File: src/sv/fsv_pkg.sv
// ----------------------------------------------------------------------------
// fsv_pkg
// Shared types, character codes and helper functions for the float string
// validator: character class record, infinity tracker, saturating increment.
// ----------------------------------------------------------------------------
package fsv_pkg;

  // ASCII codes used by the checker
  localparam logic [7:0] ChrNul   = 8'h00;
  localparam logic [7:0] ChrTab   = 8'h09;
  localparam logic [7:0] ChrCr    = 8'h0D;
  localparam logic [7:0] ChrSpace = 8'h20;
  localparam logic [7:0] ChrPlus  = 8'h2B;
  localparam logic [7:0] ChrMinus = 8'h2D;
  localparam logic [7:0] ChrDot   = 8'h2E;
  localparam logic [7:0] ChrZero  = 8'h30;
  localparam logic [7:0] ChrNine  = 8'h39;
  localparam logic [7:0] ChrUpA   = 8'h41;
  localparam logic [7:0] ChrUpE   = 8'h45;
  localparam logic [7:0] ChrUpF   = 8'h46;
  localparam logic [7:0] ChrUpI   = 8'h49;
  localparam logic [7:0] ChrUpN   = 8'h4E;
  localparam logic [7:0] ChrUpP   = 8'h50;
  localparam logic [7:0] ChrUpT   = 8'h54;
  localparam logic [7:0] ChrUpX   = 8'h58;
  localparam logic [7:0] ChrUpY   = 8'h59;
  localparam logic [7:0] ChrUpZ   = 8'h5A;
  localparam logic [7:0] ChrLoA   = 8'h61;
  localparam logic [7:0] ChrLoZ   = 8'h7A;
  localparam logic [7:0] CaseGap  = 8'h20;

  // Infinity pattern positions
  localparam logic [3:0] PosStart = 4'd0;
  localparam logic [3:0] PosSign  = 4'd1;
  localparam logic [3:0] PosI     = 4'd2;
  localparam logic [3:0] PosInf   = 4'd4;
  localparam logic [3:0] PosLast  = 4'd8;
  localparam logic [3:0] PosFull  = 4'd9;
  localparam logic [3:0] PosDead  = 4'd15;

  // Saturation limit for the P and E counters
  localparam logic [1:0] CntSat = 2'd2;

  // Classification of one character
  typedef struct packed {
    logic       is_nul;
    logic       is_space;
    logic       is_alnum;
    logic       allowed;
    logic [7:0] upper;
  } chr_class_t;

  // Character expected after pattern position pos (positions 2..8)
  function automatic logic [7:0] inf_tail_char(input logic [3:0] pos);
    logic [7:0] ch;
    case (pos)
      4'd2:    ch = ChrUpN;
      4'd3:    ch = ChrUpF;
      4'd4:    ch = ChrUpI;
      4'd5:    ch = ChrUpN;
      4'd6:    ch = ChrUpI;
      4'd7:    ch = ChrUpT;
      4'd8:    ch = ChrUpY;
      default: ch = ChrNul;
    endcase
    return ch;
  endfunction

  // Advance the [sign]INF[INITY] tracker by one upper-cased character
  function automatic logic [3:0] next_inf_pos(input logic [3:0] pos, input logic [7:0] u);
    logic [3:0] nxt;
    nxt = PosDead;
    if (pos == PosStart && (u == ChrPlus || u == ChrMinus)) begin
      nxt = PosSign;
    end else if (pos <= PosSign) begin
      nxt = (u == ChrUpI) ? PosI : PosDead;
    end else if (pos >= PosI && pos <= PosLast) begin
      nxt = (u == inf_tail_char(pos)) ? pos + 4'd1 : PosDead;
    end
    return nxt;
  endfunction

  // Saturating increment
  function automatic logic [1:0] sat_inc(input logic [1:0] v);
    return (v >= CntSat) ? CntSat : v + 2'd1;
  endfunction

endpackage

File: src/sv/fsv_char_class.sv
// ----------------------------------------------------------------------------
// fsv_char_class
// Classifies one input byte: terminator, whitespace, alphanumeric, member of
// the allowed number alphabet, and its upper-case form.
// ----------------------------------------------------------------------------
module fsv_char_class (
  input  logic [7:0]          chr,
  output fsv_pkg::chr_class_t cls
);
  import fsv_pkg::*;

  logic       is_digit;
  logic       is_upper;
  logic       is_lower;
  logic [7:0] upper;

  // Basic ranges
  assign is_digit = (chr >= ChrZero) && (chr <= ChrNine);
  assign is_upper = (chr >= ChrUpA)  && (chr <= ChrUpZ);
  assign is_lower = (chr >= ChrLoA)  && (chr <= ChrLoZ);
  assign upper    = is_lower ? chr - CaseGap : chr;

  // Pack the classification
  always_comb begin
    cls.is_nul   = (chr == ChrNul);
    cls.is_space = (chr == ChrSpace) || ((chr >= ChrTab) && (chr <= ChrCr));
    cls.is_alnum = is_digit || is_upper || is_lower;
    cls.allowed  = ((upper >= ChrZero) && (upper <= ChrNine)) ||
                   ((upper >= ChrUpA) && (upper <= ChrUpF)) ||
                   (upper == ChrDot) || (upper == ChrPlus) || (upper == ChrMinus) ||
                   (upper == ChrUpX) || (upper == ChrUpP);
    cls.upper    = upper;
  end

endmodule

File: src/sv/float_string_validator.sv
// ----------------------------------------------------------------------------
// float_string_validator
// Checks a number string streamed one byte per request, NUL terminated, and
// delivers one verdict (valid, infinity) per string.
//
//   channel | ports                                  | direction
//   --------+----------------------------------------+----------
//   in      | in_valid, in_ready, in_character[7:0]  | input
//   out     | out_valid, out_ready, out_is_valid,    | output
//           | out_is_infinity                        |
//
// in_ready drops only while a verdict is held by out_ready low; otherwise
// one byte is accepted per cycle. Per-string flags update in the cycle the
// byte is taken. The verdict is registered for the cycle after the NUL is
// accepted. Synchronous active-low reset clears the flags and result slot.
// ----------------------------------------------------------------------------
module float_string_validator (
  input  logic       clk,
  input  logic       rst_n,
  input  logic       in_valid,
  output logic       in_ready,
  input  logic [7:0] in_character,
  output logic       out_valid,
  input  logic       out_ready,
  output logic       out_is_valid,
  output logic       out_is_infinity
);
  import fsv_pkg::*;

  chr_class_t cls;
  logic       in_fire;
  logic       ok;

  logic       lead_r,     lead_nxt;
  logic       seen_r,     seen_nxt;
  logic       badc_r,     badc_nxt;
  logic       badp_r,     badp_nxt;
  logic [1:0] pcnt_r,     pcnt_nxt;
  logic [1:0] ecnt_r,     ecnt_nxt;
  logic [3:0] pos_r,      pos_nxt;
  logic       infc_r,     infc_nxt;
  logic       ovalid_r,   ovalid_nxt;
  logic       oisval_r,   oisval_nxt;
  logic       oisinf_r,   oisinf_nxt;

  fsv_char_class u_class (
    .chr (in_character),
    .cls (cls)
  );

  // Handshake: result register parts the two sides
  assign in_ready = !ovalid_r || out_ready;
  assign in_fire  = in_valid && in_ready;

  // Verdict from the flags gathered so far
  assign ok = seen_r && (infc_r ||
              (!badc_r && (pcnt_r <= 2'd1) && ((pcnt_r != 2'd0) || (ecnt_r <= 2'd1))));

  // Flag and result update
  always_comb begin
    lead_nxt   = lead_r;
    seen_nxt   = seen_r;
    badc_nxt   = badc_r;
    badp_nxt   = badp_r;
    pcnt_nxt   = pcnt_r;
    ecnt_nxt   = ecnt_r;
    pos_nxt    = pos_r;
    infc_nxt   = infc_r;
    ovalid_nxt = ovalid_r && !out_ready;
    oisval_nxt = oisval_r;
    oisinf_nxt = oisinf_r;
    if (in_fire) begin
      if (cls.is_nul) begin
        ovalid_nxt = 1'b1;
        oisval_nxt = ok;
        oisinf_nxt = seen_r && infc_r;
        lead_nxt   = 1'b1;
        seen_nxt   = 1'b0;
        badc_nxt   = 1'b0;
        badp_nxt   = 1'b0;
        pcnt_nxt   = 2'd0;
        ecnt_nxt   = 2'd0;
        pos_nxt    = PosStart;
        infc_nxt   = 1'b0;
      end else if (!(lead_r && cls.is_space)) begin
        lead_nxt = 1'b0;
        pos_nxt  = next_inf_pos(pos_r, cls.upper);
        if (cls.is_alnum) begin
          seen_nxt = 1'b1;
          if (badp_r || !cls.allowed) begin
            badc_nxt = 1'b1;
          end
          badp_nxt = 1'b0;
          if (cls.upper == ChrUpP) begin
            pcnt_nxt = sat_inc(pcnt_r);
          end
          if (cls.upper == ChrUpE) begin
            ecnt_nxt = sat_inc(ecnt_r);
          end
          infc_nxt = (pos_nxt == PosInf) || (pos_nxt == PosFull);
        end else if (!cls.allowed) begin
          badp_nxt = 1'b1;
        end
      end
    end
  end

  // Control state
  always_ff @(posedge clk) begin
    if (!rst_n) begin
      lead_r   <= 1'b1;
      seen_r   <= 1'b0;
      badc_r   <= 1'b0;
      badp_r   <= 1'b0;
      pcnt_r   <= 2'd0;
      ecnt_r   <= 2'd0;
      pos_r    <= PosStart;
      infc_r   <= 1'b0;
      ovalid_r <= 1'b0;
    end else begin
      lead_r   <= lead_nxt;
      seen_r   <= seen_nxt;
      badc_r   <= badc_nxt;
      badp_r   <= badp_nxt;
      pcnt_r   <= pcnt_nxt;
      ecnt_r   <= ecnt_nxt;
      pos_r    <= pos_nxt;
      infc_r   <= infc_nxt;
      ovalid_r <= ovalid_nxt;
    end
  end

  // Result payload
  always_ff @(posedge clk) begin
    oisval_r <= oisval_nxt;
    oisinf_r <= oisinf_nxt;
  end

  assign out_valid       = ovalid_r;
  assign out_is_valid    = oisval_r;
  assign out_is_infinity = oisinf_r;

  // A terminator always leaves a verdict in the result slot
  a_nul_gives_result: assert property (@(posedge clk) disable iff (!rst_n)
    (in_fire && cls.is_nul) |=> ovalid_r)
    else $error("terminator accepted without a verdict");

  // A terminator restarts the string flags
  a_nul_restarts: assert property (@(posedge clk) disable iff (!rst_n)
    (in_fire && cls.is_nul) |=> (lead_r && !seen_r && !badc_r && pos_r == PosStart))
    else $error("string flags not restarted after terminator");

  // An infinity verdict is always a valid one
  a_inf_is_valid: assert property (@(posedge clk) disable iff (!rst_n)
    ovalid_r |-> (!oisinf_r || oisval_r))
    else $error("infinity reported on an invalid string");

  // Counters saturate
  a_cnt_sat: assert property (@(posedge clk) disable iff (!rst_n)
    (pcnt_r <= CntSat) && (ecnt_r <= CntSat))
    else $error("P or E counter beyond saturation");

endmodule

File: config.mk
export PLATFORM = sky130hd
export DESIGN_NAME = float_string_validator
export DESIGN_NICKNAME = d
export VERILOG_FILES = /design/src/sv/fsv_pkg.sv /design/src/sv/fsv_char_class.sv /design/src/sv/float_string_validator.sv
export SDC_FILE = /design/constraint.sdc
export NUM_CORES = 1
export LEC_CHECK = 0
export ABC_AREA = 1
export BUFFER_PORTS_ARGS = -buffer_cell sky130_fd_sc_hd__buf_2
export CORE_MARGIN = 2
export CORE_UTILIZATION = 50
export DETAILED_ROUTE_END_ITERATION = 16
export PLACE_DENSITY_LB_ADDON = 0.08
export REMOVE_ABC_BUFFERS = 1
export SLEW_MARGIN = 20
export SYNTH_ARGS = -nofsm -noshare
export SYNTH_HDL_FRONTEND = slang
export SYNTH_SLANG_ARGS = --single-unit
File: constraint.sdc
create_clock -name clk -period 2.1 [get_ports clk]
set_input_delay 0.42 -clock clk [delete_from_list [all_inputs] [get_ports clk]]
set_output_delay 0.42 -clock clk [all_outputs]
set_load 0.02 [all_outputs]
==> reports/results.ini <==
[timing]
setup_tns_ps = 0
finalSetupViolations = 0
relSlewSlack = 0.779
drv_slew = 0
skew_ps = 3.80
rsz0062_at_grt = true
setup_slack_ps = 110
hold_viol_final = 0
worst_pin_slew_ps = 327
fmax_mhz = 503
finalCritPeriodShare = 0.948
hold_ws_ps = 395
min_period_ps = 1990

[cells_and_area]
final_cell_mix = nand2_1 (68), nor2_1 (29), inv_1 (25)
syn_to_final_growth_pct = 19.2
final_area_mm2 = 0.00187
n_antenna_cell = 0
num-nets-final = 312
drive_gt1_frac = 0.289
final_common_cell = nand2_1

[route]
viasPerCell = 5.01
wl_per_cell_um = 11.2
num_vias = 1678
wl_mm = 3.77
drc = 0
ant_nets = 0
drt_iter0_drc = 106
dr.pass1.iters = 4

[die]
initial_core_util = 0.519
num_rows = 20
core-area_mm2 = 0.00303
die_area_mm2 = 0.00361
ios = 16
die_y_um = 60.1
fp.dieW_um = 60.1

[yosys]
synth_area_per_cell_um2 = 6.07
netlist_instances = 259
ys_ff_latch = 16
yosysWarnings = 0
yosysSeqAreaShare = 0.217
yosysUniqueCellTypes = 34
syn_area_mm2 = 0.00157

[power]
power.leakage_nw = 0.933
p_per_area_mw_per_mm2 = 416
max-vdd-ir-drop_mv = 0.376

[placement]
pre_cts_ws_ps = 13.9
place_congestion = 0.939
postPlaceCellArea_mm2 = 0.00178
io_buffers = 15
dp.final_hpwl_mm = 2.95

[global_route]
grt_pass1_wl_mm = 6.03
first_global_vias = 1422
overflow = 0
antenna_found_initial = 0
track_usage = 0.214
grt_max_degree = 10

[clock_network]
hold_buffers = 0
clk_path_buf_depth = 2
cts_root_buf = clkbuf_4
cts.sinks = 16
cts_tree = built
worstSkewPairLatency_ps = 280
cts_made_buffers = 3
cts-htree-levels = 1
path_clk_slew_ps = 90

[critical_path]
start_kind = register
cp.arrival_ps = 2180
path_delay_family = simple AND/OR/NAND/NOR gates
slowest_stage = dfxtp_2
criticalPathCategory = register to register
crit_top_cell = nand2_1
path_buf_inv = 3
slowest_delay_ps = 340
end_kind = register
crit_fanout = 5
critPathRequiredTime_ps = 2290
crit_chain = inv_2, ha_2, buf_4, nor2_1, nor2_1, nor2_1, nand3_1, nand2_1, nor2_1, nand3_2, nor2_4, nand4_1, nand2_1, inv_2, nand2_1, nand2_1, nand2_1, nand2_1

[run]
drv_cap = 0

[status]
outcome = completed

[min_path]
hold_class = input pin to register

==> synth_stat cells <==
cell | count | area, µm²
nand2_1 | 69 | 259
nor2_1 | 31 | 116
inv_1 | 28 | 105
nand3_1 | 21 | 105
a21oi_1 | 14 | 70.1
dfxtp_1 | 14 | 280
inv_2 | 11 | 41.3
ha_1 | 8 | 100
nand2_2 | 7 | 43.8
nand4_1 | 6 | 37.5
o21ai_0 | 6 | 30.0
nand3_2 | 5 | 50.1
nor2_2 | 5 | 31.3
nor2_4 | 4 | 45.0
nor3_1 | 4 | 20.0
buf_4 | 3 | 22.5
buf_2 | 2 | 10.0
edfxtp_1 | 2 | 60.1
nor4_1 | 2 | 12.5
o21ai_2 | 2 | 17.5
o21bai_1 | 2 | 15.0
a211o_1 | 1 | 8.76
a21oi_2 | 1 | 8.76
a31oi_1 | 1 | 6.26
and3_1 | 1 | 6.26
clkinv_1 | 1 | 3.75
nor3_2 | 1 | 10.0
o211ai_1 | 1 | 7.51
o21a_1 | 1 | 7.51
o21ai_1 | 1 | 5.00
o311ai_0 | 1 | 8.76
o32ai_1 | 1 | 8.76
xnor2_1 | 1 | 8.76
xor2_1 | 1 | 8.76
==> logic make-up (layout without fill, tap and decap cells) <==
family | count (synthesis) | after routing | synth area share
simple gates | 156 | 156 | 0.469
xor+xnor | 2 | 2 | 0.0111
fa+ha+maj | 8 | 8 | 0.0637
compound gates | 32 | 32 | 0.123
flops | 16 | 16 | 0.217
buf+inv | 45 | 77 | 0.116
==> metal layers <==
| metal | track usage | share of wire | vias to the layer above |
|---|---|---|---|
| met2 | 0.356 | 0.46 | 27 |
| met5 | 0 | 0 | - |
| met4 | 0.0730 | 0.015 | 0 |
| li1 | - | - | 898 |
| met3 | 0.00649 | 0.022 | 7 |
| met1 | 0.297 | 0.50 | 746 |
==> state kept, by name, indices dropped and copies added (netlist names) <==
name,count
lead_r,1
pcnt_r,2
seen_r,1
out_is_infinity,1
badp_r,1
out_is_valid,1
infc_r,1
ecnt_r,2
out_valid,1
badc_r,1
pos_r,4
==> worst paths after layout <==
kind | startpoint | cells past startpoint | to | slack, ps
worst max register to register | pos_r[1]$_SDFFE_PN0P_ | 18 | infc_r$_SDFFE_PN0P_ | 110
worst min-delay path | rst_n | 3 | ecnt_r[1]$_SDFFE_PN0P_ | 390
worst max-delay path | pos_r[1]$_SDFFE_PN0P_ | 18 | infc_r$_SDFFE_PN0P_ | 110
worst min register to register | lead_r$_SDFFE_PN1P_ | 2 | lead_r$_SDFFE_PN1P_ | 460
==> final cells by class <==
type | instances | area, µm²
multi-input cells | 198 | 1080
clock inverters | 1 | 3.75
fillers | 310 | 1150
clock buffers | 3 | 22.5
inverters | 40 | 153
flip-flops and latches | 16 | 343
repair buffers | 33 | 214
well taps | 44 | 55.1
==> stage by stage <==
step | power (mW) | std cells | util
2_1_floorplan | 0.508 | 254 | -
3_3_place_gp | 0.595 | 328 | 0.588
3_5_place_dp | 0.595 | 328 | 0.588
4_1_cts | 0.759 | 332 | 0.597
5_1_grt | 0.827 | 335 | 0.619
6_report | 0.778 | 335 | 0.619
==> repair_timing <==
action,4_1_cts,5_1_grt
buffers inserted,0,3
setup endpoints to repair,0,5
resized for setup,0,16
==> worst reg2reg max path: stages (launching register included) <==
cell	delay (ps)
dfxtp_2	340
inv_2	90
ha_2	180
buf_4	110
nor2_1	40
nor2_1	120
nor2_1	80
nand3_1	60
nand2_1	50
nor2_1	110
nand3_2	120
nor2_4	150
nand4_1	90
nand2_1	100
inv_2	40
nand2_1	50
nand2_1	60
nand2_1	50
nand2_1	40
==> power by group <==
group	total, mW	leakage, nW	internal, mW	switching, mW
Clock	0.164	0.0154	0.0690	0.0953
Combinational	0.282	0.785	0.109	0.173
Sequential	0.332	0.132	0.322	0.00979
Total	0.778	0.933	0.500	0.278
No activity file was read; power rests on OpenSTA's default activity.
